<file path="config.mk">
export PLATFORM = sky130hd
export DESIGN_NAME = incremental_topological_order
export DESIGN_NICKNAME = d
export VERILOG_FILES = /design/src/rtl/core/ito_pkg.sv /design/src/rtl/core/incremental_topological_order.sv
export SDC_FILE = /design/constraint.sdc
export NUM_CORES = 2
export LEC_CHECK = 0
export BUFFER_PORTS_ARGS = -buffer_cell sky130_fd_sc_hd__buf_4
export CORE_MARGIN = 8
export CORE_UTILIZATION = 50
export CTS_CLUSTER_SIZE = 25
export DETAILED_ROUTE_END_ITERATION = 12
export PLACE_DENSITY = 0.77
export SYNTH_ARGS = -nofsm -noshare
export SYNTH_HDL_FRONTEND = slang
export SYNTH_SLANG_ARGS = --single-unit
</file>
<file path="constraint.sdc">
create_clock -name clk -period 3.6 [get_ports clk]
set_input_delay 0.72 -clock clk [delete_from_list [all_inputs] [get_ports clk]]
set_output_delay 0.72 -clock clk [all_outputs]
set_load 0.02 [all_outputs]
</file>
<file path="src/rtl/core/ito_pkg.sv">
// ----------------------------------------------------------------------------
// ito_pkg
// Shared types and constants of the incremental topological order block.
// ----------------------------------------------------------------------------
package ito_pkg;

    localparam int NODE_W          = 5;
    localparam int COUNT_W         = 12;
    localparam int CFG_W           = 6;
    localparam int STATUS_W        = 3;
    localparam int NUM_NODES_RESET = 26;
    localparam int NODE_ID_MAX     = 32;

    localparam logic [COUNT_W-1:0] COUNT_MAX = 12'hFFF;

    typedef enum logic [STATUS_W-1:0] {
        ST_CLEARED      = 3'd0,
        ST_UNDETERMINED = 3'd1,
        ST_INCONSISTENT = 3'd2,
        ST_DETERMINED   = 3'd3,
        ST_IGNORED      = 3'd4,
        ST_BAD          = 3'd5
    } status_t;

    typedef enum logic {
        CMD_CLEAR    = 1'b0,
        CMD_RELATION = 1'b1
    } command_t;

endpackage

</file>
<file path="src/rtl/core/incremental_topological_order.sv">
// ----------------------------------------------------------------------------
// incremental_topological_order
// Folds precedence relations into an adjacency matrix and reruns a Kahn
// walk after each stored one, reporting undetermined / inconsistent / unique order.
// ----------------------------------------------------------------------------
//
//  channel   dir  handshake               payload
//  --------  ---  ----------------------  ------------------------------------
//  s_axis    in   s_axis_tvalid/tready    tuser: command
//                                         tdata: before_node, after_node
//  m_axis    out  m_axis_tvalid/tready    tuser: status, tlast: last
//                                         tdata: relation_count, order_node
//  cfg       in   cfg_valid/cfg_ready     cfg_data: num_nodes
//
//  Clear, bad-node and ignored requests go straight to a single result. A
//  stored relation first reads the rows of the n active nodes to build
//  in-degrees, then handles each placed node by an adjacency read and an
//  in-degree update, as set by the single read port of the adjacency
//  memory. A unique order replaces the single result by one result per
//  emitted node, each from an order buffer read and an output load.
//  Reset is asynchronous; row valid bits clear the matrix at once, so no
//  clearing pass is needed. Output stalls hold the walk only while emitting.
//
module incremental_topological_order #(
    parameter int MAX_NODES = 32
) (
    input  logic        clk,
    input  logic        rst_n,
    // config
    input  logic        cfg_valid,
    output logic        cfg_ready,
    input  logic [5:0]  cfg_data,        // num_nodes
    // requests
    input  logic        s_axis_tvalid,
    output logic        s_axis_tready,
    input  logic [15:0] s_axis_tdata,    // [4:0] before_node, [9:5] after_node
    input  logic        s_axis_tuser,    // [0] command
    // results
    output logic        m_axis_tvalid,
    input  logic        m_axis_tready,
    output logic [23:0] m_axis_tdata,    // [11:0] relation_count, [16:12] order_node
    output logic [2:0]  m_axis_tuser,    // [2:0] status
    output logic        m_axis_tlast     // last
);

    // Active node limit; node ids are 5 bits wide so at most 32 nodes.
    localparam int NL = (MAX_NODES < ito_pkg::NODE_ID_MAX) ? MAX_NODES
                                                           : ito_pkg::NODE_ID_MAX;
    localparam int IW = $clog2(NL);       // row / node index
    localparam int CW = $clog2(NL + 1);   // counts up to NL

    typedef enum logic [3:0] {
        S_IDLE,
        S_WRITE,
        S_DEG,
        S_INIT,
        S_POP,
        S_UPD,
        S_FIN,
        S_EMIT1,
        S_EMIT_RD,
        S_EMIT_WR
    } state_t;

    // ------------------------------------------------------------------
    // Registers
    // ------------------------------------------------------------------
    state_t                         state_reg;
    logic [ito_pkg::CFG_W-1:0]      num_nodes_reg;
    logic                           decided_reg;
    logic [ito_pkg::COUNT_W-1:0]    count_reg;
    logic [NL-1:0]                  row_valid_reg;
    logic                           adj_rvalid_reg;
    logic [IW-1:0]                  a_reg;
    logic [IW-1:0]                  b_reg;
    logic [CW-1:0]                  cnt_reg;      // degree-phase row counter
    logic                           rd_pend_reg;  // row read in flight
    logic [CW-1:0]                  deg_reg [NL]; // in-degree lanes
    logic [NL-1:0]                  pend_reg;     // enqueued, not yet popped
    logic [NL-1:0]                  placed_reg;
    logic                           unique_reg;
    logic [CW-1:0]                  head_reg;     // popped so far
    logic [CW-1:0]                  emit_idx_reg;
    ito_pkg::status_t               pend_status_reg;

    logic                           m_valid_reg;
    ito_pkg::status_t               m_status_reg;
    logic [ito_pkg::COUNT_W-1:0]    m_count_reg;
    logic [ito_pkg::NODE_W-1:0]     m_node_reg;
    logic                           m_last_reg;

    // memories: adjacency rows and order buffer, registered read
    logic [NL-1:0]                  adj_mem [NL];
    logic [NL-1:0]                  adj_rd_reg;
    logic [IW-1:0]                  order_mem [NL];
    logic [IW-1:0]                  order_rd_reg;

    // ------------------------------------------------------------------
    // Combinational
    // ------------------------------------------------------------------
    logic                           in_accept;
    ito_pkg::command_t              in_cmd;
    logic [ito_pkg::NODE_W-1:0]     in_before;
    logic [ito_pkg::NODE_W-1:0]     in_after;
    logic [ito_pkg::CFG_W-1:0]      n_act;
    logic [CW-1:0]                  n_cw;
    logic [NL-1:0]                  colmask;
    logic [NL-1:0]                  row_data;
    logic [NL-1:0]                  row_m;
    logic                           out_free;
    logic                           out_load;
    logic                           bad_node;
    logic [IW-1:0]                  adj_raddr;
    logic [IW-1:0]                  pop_idx;
    logic [NL-1:0]                  pop_onehot;
    logic                           pend_multi;
    logic [CW-1:0]                  deg_new [NL];
    logic [NL-1:0]                  new_ready;
    logic [NL-1:0]                  deg_zero;
    logic [NL-1:0]                  b_onehot;
    logic                           emit_last;

    assign in_accept = s_axis_tvalid && s_axis_tready;
    assign in_cmd    = ito_pkg::command_t'(s_axis_tuser);
    assign in_before = s_axis_tdata[4:0];
    assign in_after  = s_axis_tdata[9:5];

    assign s_axis_tready = (state_reg == S_IDLE);
    assign cfg_ready     = 1'b1;
    assign out_free      = !m_valid_reg || m_axis_tready;
    // output register loads a new result this cycle
    assign out_load      = out_free && ((state_reg == S_EMIT1) || (state_reg == S_EMIT_WR));

    // n saturated to 1..NL
    always_comb
    begin
        if (num_nodes_reg == '0)
            n_act = ito_pkg::CFG_W'(1);
        else if (num_nodes_reg > ito_pkg::CFG_W'(NL))
            n_act = ito_pkg::CFG_W'(NL);
        else
            n_act = num_nodes_reg;
    end
    assign n_cw = CW'(n_act);

    assign bad_node = ({1'b0, in_before} >= n_act) || ({1'b0, in_after} >= n_act);

    assign row_data  = adj_rvalid_reg ? adj_rd_reg : '0;
    assign row_m     = row_data & colmask;
    assign emit_last = (emit_idx_reg == n_cw - CW'(1));
    assign pend_multi = |(pend_reg & (pend_reg - NL'(1)));

    always_comb
    begin
        for (int i = 0; i < NL; i++)
        begin
            colmask[i]  = (CW'(i) < n_cw);
            deg_zero[i] = (deg_reg[i] == '0);
            b_onehot[i] = (b_reg == IW'(i));
            deg_new[i]  = deg_reg[i] - CW'(row_m[i] && !deg_zero[i]);
            new_ready[i] = row_m[i] && (deg_new[i] == '0) && !placed_reg[i];
        end
    end

    // lowest pending node
    always_comb
    begin
        pop_idx = '0;
        for (int i = NL - 1; i >= 0; i--)
        begin
            if (pend_reg[i])
                pop_idx = IW'(i);
        end
        pop_onehot = '0;
        pop_onehot[pop_idx] = 1'b1;
    end

    always_comb
    begin
        case (state_reg)
            S_IDLE:  adj_raddr = in_before[IW-1:0];
            S_DEG:   adj_raddr = cnt_reg[IW-1:0];
            S_POP:   adj_raddr = pop_idx;
            default: adj_raddr = '0;
        endcase
    end

    // ------------------------------------------------------------------
    // Memories
    // ------------------------------------------------------------------
    always_ff @(posedge clk)
    begin
        if (state_reg == S_WRITE)
            adj_mem[a_reg] <= row_data | b_onehot;
        adj_rd_reg <= adj_mem[adj_raddr];
    end

    always_ff @(posedge clk)
    begin
        if (state_reg == S_POP && pend_reg != '0)
            order_mem[head_reg[IW-1:0]] <= pop_idx;
        order_rd_reg <= order_mem[emit_idx_reg[IW-1:0]];
    end

    // ------------------------------------------------------------------
    // Control
    // ------------------------------------------------------------------
    always_ff @(posedge clk or negedge rst_n)
    begin
        if (!rst_n)
        begin
            state_reg       <= S_IDLE;
            num_nodes_reg   <= ito_pkg::CFG_W'(ito_pkg::NUM_NODES_RESET);
            decided_reg     <= 1'b0;
            count_reg       <= '0;
            row_valid_reg   <= '0;
            adj_rvalid_reg  <= 1'b0;
            rd_pend_reg     <= 1'b0;
            a_reg           <= '0;
            b_reg           <= '0;
            cnt_reg         <= '0;
            for (int i = 0; i < NL; i++)
                deg_reg[i] <= '0;
            pend_reg        <= '0;
            placed_reg      <= '0;
            unique_reg      <= 1'b0;
            head_reg        <= '0;
            emit_idx_reg    <= '0;
            pend_status_reg <= ito_pkg::ST_CLEARED;
            m_valid_reg     <= 1'b0;
            m_status_reg    <= ito_pkg::ST_CLEARED;
            m_count_reg     <= '0;
            m_node_reg      <= '0;
            m_last_reg      <= 1'b0;
        end
        else
        begin
            if (cfg_valid && cfg_ready)
                num_nodes_reg <= cfg_data;

            adj_rvalid_reg <= row_valid_reg[adj_raddr];

            if (m_valid_reg && m_axis_tready && !out_load)
                m_valid_reg <= 1'b0;

            case (state_reg)
                S_IDLE:
                begin
                    if (in_accept)
                    begin
                        a_reg <= in_before[IW-1:0];
                        b_reg <= in_after[IW-1:0];
                        if (in_cmd == ito_pkg::CMD_CLEAR)
                        begin
                            row_valid_reg   <= '0;
                            decided_reg     <= 1'b0;
                            count_reg       <= '0;
                            pend_status_reg <= ito_pkg::ST_CLEARED;
                            state_reg       <= S_EMIT1;
                        end
                        else if (decided_reg)
                        begin
                            pend_status_reg <= ito_pkg::ST_IGNORED;
                            state_reg       <= S_EMIT1;
                        end
                        else if (bad_node)
                        begin
                            pend_status_reg <= ito_pkg::ST_BAD;
                            state_reg       <= S_EMIT1;
                        end
                        else
                        begin
                            state_reg <= S_WRITE;
                        end
                    end
                end

                S_WRITE:
                begin
                    row_valid_reg[a_reg] <= 1'b1;
                    if (count_reg != ito_pkg::COUNT_MAX)
                        count_reg <= count_reg + 1'b1;
                    cnt_reg     <= '0;
                    rd_pend_reg <= 1'b0;
                    for (int i = 0; i < NL; i++)
                        deg_reg[i] <= '0;
                    state_reg <= S_DEG;
                end

                S_DEG:
                begin
                    if (rd_pend_reg)
                    begin
                        for (int i = 0; i < NL; i++)
                            deg_reg[i] <= deg_reg[i] + CW'(row_m[i]);
                    end
                    if (cnt_reg < n_cw)
                    begin
                        cnt_reg     <= cnt_reg + CW'(1);
                        rd_pend_reg <= 1'b1;
                    end
                    else
                    begin
                        rd_pend_reg <= 1'b0;
                        if (!rd_pend_reg)
                            state_reg <= S_INIT;
                    end
                end

                S_INIT:
                begin
                    pend_reg   <= deg_zero & colmask;
                    placed_reg <= deg_zero & colmask;
                    unique_reg <= 1'b1;
                    head_reg   <= '0;
                    state_reg  <= S_POP;
                end

                S_POP:
                begin
                    if (pend_reg == '0)
                    begin
                        state_reg <= S_FIN;
                    end
                    else
                    begin
                        if (pend_multi)
                            unique_reg <= 1'b0;
                        pend_reg  <= pend_reg & ~pop_onehot;
                        head_reg  <= head_reg + CW'(1);
                        state_reg <= S_UPD;
                    end
                end

                S_UPD:
                begin
                    for (int i = 0; i < NL; i++)
                        deg_reg[i] <= deg_new[i];
                    pend_reg   <= pend_reg | new_ready;
                    placed_reg <= placed_reg | new_ready;
                    state_reg  <= S_POP;
                end

                S_FIN:
                begin
                    if (head_reg < n_cw)
                    begin
                        decided_reg     <= 1'b1;
                        pend_status_reg <= ito_pkg::ST_INCONSISTENT;
                        state_reg       <= S_EMIT1;
                    end
                    else if (unique_reg)
                    begin
                        decided_reg  <= 1'b1;
                        emit_idx_reg <= '0;
                        state_reg    <= S_EMIT_RD;
                    end
                    else
                    begin
                        pend_status_reg <= ito_pkg::ST_UNDETERMINED;
                        state_reg       <= S_EMIT1;
                    end
                end

                S_EMIT1:
                begin
                    if (out_free)
                    begin
                        m_valid_reg  <= 1'b1;
                        m_status_reg <= pend_status_reg;
                        m_count_reg  <= count_reg;
                        m_node_reg   <= '0;
                        m_last_reg   <= 1'b1;
                        state_reg    <= S_IDLE;
                    end
                end

                S_EMIT_RD:
                begin
                    state_reg <= S_EMIT_WR;
                end

                S_EMIT_WR:
                begin
                    if (out_free)
                    begin
                        m_valid_reg  <= 1'b1;
                        m_status_reg <= ito_pkg::ST_DETERMINED;
                        m_count_reg  <= count_reg;
                        m_node_reg   <= ito_pkg::NODE_W'(order_rd_reg);
                        m_last_reg   <= emit_last;
                        if (emit_last)
                        begin
                            state_reg <= S_IDLE;
                        end
                        else
                        begin
                            emit_idx_reg <= emit_idx_reg + CW'(1);
                            state_reg    <= S_EMIT_RD;
                        end
                    end
                end

                default:
                begin
                    state_reg <= S_IDLE;
                end
            endcase
        end
    end

    assign m_axis_tvalid = m_valid_reg;
    assign m_axis_tuser  = m_status_reg;
    assign m_axis_tlast  = m_last_reg;
    assign m_axis_tdata  = {7'd0, m_node_reg, m_count_reg};

    // ------------------------------------------------------------------
    // Assertions
    // ------------------------------------------------------------------

    // only a unique order spans several results
    a_single_result: assert property (@(posedge clk) disable iff (!rst_n)
        m_valid_reg && (m_status_reg != ito_pkg::ST_DETERMINED) |-> m_last_reg)
        else $error("non-order result without last mark");

    // a decided case stays decided until a clear request
    a_decided_sticky: assert property (@(posedge clk) disable iff (!rst_n)
        decided_reg && !(in_accept && in_cmd == ito_pkg::CMD_CLEAR) |=> decided_reg)
        else $error("decided flag dropped without clear");

    // queued nodes are always marked placed during the walk
    a_pend_placed: assert property (@(posedge clk) disable iff (!rst_n)
        (state_reg == S_POP || state_reg == S_UPD) |-> ((pend_reg & ~placed_reg) == '0))
        else $error("queued node not marked placed");

    // pops never exceed the active node count
    a_head_bound: assert property (@(posedge clk) disable iff (!rst_n)
        (state_reg == S_FIN) |-> (head_reg <= n_cw))
        else $error("walk placed more nodes than active");

endmodule
</file>
==> results.sh <==
export IMPL_layout_nets=6271
export IMPL_cap_viol_max_count=0
export IMPL_setup_viol=0
export IMPL_critical_path_fanouts_max=11
export IMPL_start_kind="flop"
export IMPL_grt_antenna_before_repair=8
export IMPL_floorplan_rows=139
export IMPL_timing_critical_path_slowest_stage_cell="or4_1"
export IMPL_grt_first_pass_wirelength_um=305000
export IMPL_drt_drc_violations_left=0
export IMPL_ys_types=84
export IMPL_hold_path_class="input pin to flop"
export IMPL_crit_required_ns=4.28
export IMPL_aggregate_global_routing_overflow=0
export IMPL_maximum_number_of_pins_on_one_net_before_global_route_repair=118
export IMPL_routed_wirelength_um=204000
export IMPL_start_util_pct=50.2
export IMPL_timing_fmax_mhz=280
export IMPL_cts_max_level=4
export IMPL_asyncSetResetFlopFracSynth_pct=23.1
export IMPL_die_height_um=395
export IMPL_total_leakage_power_nw=31.3
export IMPL_worst_pin_slew_ns=1.24
export IMPL_max_slew_margin_rel_pct=17.6
export IMPL_gr_usage_all_layers_pct=25.0
export IMPL_dp_worst_setup_slack_ns=-0.565
export IMPL_setup_repair_after_global_routing_missed_its_margin="yes"
export IMPL_worstSetupStartpoint="pend_reg[17]"
export IMPL_cts_root_buffer="clkbuf_16"
export IMPL_setup_ws_ns=0.0292
export IMPL_ff2ff_path_depth=12
export IMPL_first_global_vias=50800
export IMPL_post_dp_hpwl_um=120000
export IMPL_finalClockSkew_ns=0.0518
export IMPL_routedWlPerCell_um=25.2
export IMPL_max_clock_path_buffers=3
export IMPL_largest_register_ff_count=1024
export IMPL_yosys_warnings=0
export IMPL_synth_top_area_cell="edfxtp_1"
export IMPL_core_area_um2=143000
export IMPL_dpl_instance_area_um2=77500
export IMPL_place_port_buffers=44
export IMPL_insertion_delay_ns=0.81
export IMPL_cts_tree="built"
export IMPL_slew_violations=0
export IMPL_critical_path_cell_count=12
export IMPL_syn_avg_cell_area_um2=12.2
export IMPL_proportion_of_synthesized_chip_area_in_sequential_cells_pct=63.3
export IMPL_endpoint_type_of_the_worst_setup_path="flop"
export IMPL_fraction_of_final_layout_cells_sized_beyond_drive_strength_1_pct=15.0
export IMPL_syn2layout_area_growth_pct=15.6
export IMPL_ff_latch_area_um2=45500
export IMPL_setup_tns_ns=0
export IMPL_overall_power_after_layout_mw=67.2
export IMPL_antenna_violating_nets_post_route=0
export IMPL_via_per_inst=6.43
export IMPL_die_area_um2=156000
export IMPL_r2r_start="pend_reg[17]"
export IMPL_dominantRegCellSynth="edfxtp_1"
export IMPL_timing_final_hold_violations=0
export IMPL_cp_data_arrival_time_ns=4.25
export IMPL_reg2reg_slack_ns=0.03
export IMPL_cts_buffers=159
export IMPL_gp_routability_congestion=0.956
export IMPL_max_vdd_ir_drop_mv=0.538
export IMPL_worst_path_largest_cell_delay_ns=0.60
export IMPL_worstPathCellList="or4_1, nor4_4, o31ai_4, buf_4, or3_1, buf_4, nor3_2, buf_12, buf_12, a32oi_1, nand4_1, nor2_1"
export IMPL_yosysTopAreaCellShare_pct=49.5
export IMPL_initialDrtViolationCount=6281
export IMPL_cellPowerDensity_nw_per_um2=809
export IMPL_min_delay_startpoint="cfg_data[5]"
export IMPL_share_of_the_cycle_needed_by_the_critical_path_after_routing_pct=99.2
export IMPL_run_status="completed"
export IMPL_worst_setup_hold_path_clk_slew_ns=0.06
export IMPL_final_cell_area_um2=83100
export IMPL_clock_sink_count=1588
export IMPL_largest_cells_by_area_after_synthesis="edfxtp_1, dfrtp_1, nand2_1"
export IMPL_detailedRoute_firstPassIterationCount=8
export IMPL_synthCells=5884
export IMPL_multiInputGateArea_um2=25100
export IMPL_synthesis_area_um2=71900
export IMPL_timing_setup_critical_path_class="flop to flop"
export IMPL_critical_path_reg2reg_endpoint="adj_rd_reg[8]"
export IMPL_die_w_um=395
export IMPL_critical_path_top_delay_family="simple AND/OR/NAND/NOR gates"
export IMPL_synth_seq_cells=1588
export IMPL_synth_edf_count=1184
export IMPL_worstSetupEndpoint="adj_rd_reg[8]"
export IMPL_total_number_of_vias=52200
export IMPL_critPathBufInv=4
export IMPL_floorplan_io_pins=59
export IMPL_finalCriticalPeriod_ns=3.57
export IMPL_final_fill_count=10900
[cell families after synthesis]
| family | count (synthesis) | synth area share (%) |
|---|---|---|
| other | 2 | 0.0104 |
| XOR/XNOR | 100 | 1.22 |
| adder cells (fa/ha/maj) | 158 | 2.75 |
| flip-flops | 1588 | 63.3 |
| AO/OA/AOI/OAI | 1378 | 12.9 |
| multiplexers | 343 | 5.70 |
| buffers and inverters | 550 | 3.13 |
| AND/OR/NAND/NOR | 1765 | 11.0 |
[cell usage after synthesis (54+ instances only)]
| cell | number |
|---|---|
| nand3_1 | 155 |
| mux2i_1 | 261 |
| a31oi_1 | 55 |
| xnor2_1 | 54 |
| a21oi_1 | 303 |
| a32oi_1 | 265 |
| o22ai_1 | 100 |
| ha_1 | 158 |
| nor2_1 | 428 |
| nand2_1 | 788 |
| nand4_1 | 131 |
| edfxtp_1 | 1184 |
| buf_2 | 59 |
| o21ai_0 | 251 |
| dfrtp_1 | 364 |
| a211oi_1 | 69 |
| inv_1 | 135 |
| o31ai_1 | 71 |
| clkbuf_1 | 303 |
[cell type report]
type,instances,area share [%]
Sequential cell,1588,54.8
Multi-Input combinational cell,3753,30.2
Timing Repair Buffer,446,5.51
Clock buffer,214,5.17
Tap cell,1903,2.87
Clock inverter,76,0.911
Inverter,137,0.619
Antenna cell,3,0.00904
[report_power, final]
part | switching [mW] | leakage (nW) | total (mW) | internal [mW]
Combinational | 16.8 | 12.9 | 25.7 | 8.86
Sequential | 1.67 | 16.0 | 25.5 | 23.8
Clock | 7.24 | 2.42 | 16.1 | 8.86
[cells in the final DEF (no fill, tap or decap), types with 69 or more instances in the layout]
master and count:
a211oi_1 69, a21oi_1 299, a32oi_1 265, buf_12 89
buf_4 349, clkbuf_16 165, dfrtp_1 361, edfxtp_1 1184
ha_1 148, inv_1 134, mux2i_1 261, nand2_1 784
nand3_1 153, nand4_1 131, nor2_1 383, o21ai_0 206
o22ai_1 100
[tightest hold or removal path: cells and delay by family]
kind / cells / cell delay, ns
and+or+nand+nor: 1 / 0.04
buffers and inverters: 1 / 0.10
AOI/OAI and AO/OA: 1 / 0.06
[repair_timing]
| action | 4_1_cts | 5_1_grt |
|---|---|---|
| setup endpoints to repair | 63 | 62 |
| cloned | 1 | 4 |
| hold endpoints to repair | 47 | 0 |
| resized for setup | 13 | 75 |
| hold buffers | 1 | 0 |
| pin swaps | 2 | 26 |
| setup buffers | 1 | 7 |
[how the worst min path moves through the flow]
| stage | to | cells after the start | slack, ns |
|---|---|---|---|
| floorplan | a_reg[0] | 0 | 0.42 |
| detailed placement | m_node_reg[3] | 1 | 0.44 |
| global route | num_nodes_reg[5] | 3 | 0.18 |
| CTS | num_nodes_reg[5] | 3 | 0.14 |
| global placement | m_node_reg[2] | 1 | 0.44 |
| finish | num_nodes_reg[5] | 3 | 0.18 |
[per-layer routing]
metal  GRT usage, %  share of wire (%)  wire length, um  up-vias
met1           32.3                 37            76000    25800
met2           40.3                 47            96400     2947
met3           5.45                 11            21800      650
met4           11.5                4.9            10100        4
met5              0              0.012               25        -
li1               -                  -                -    22800
[through the flow]
stage	hold WS (ns)	cells	util, %
CTS	0.145	8107	57.7
global placement	0.437	7814	54.1
finish	0.179	8120	58.0
floorplan	0.424	5890	-
detailed placement	0.438	7814	54.1
global route	0.183	8119	58.0
(Power assumes the default switching activity.)
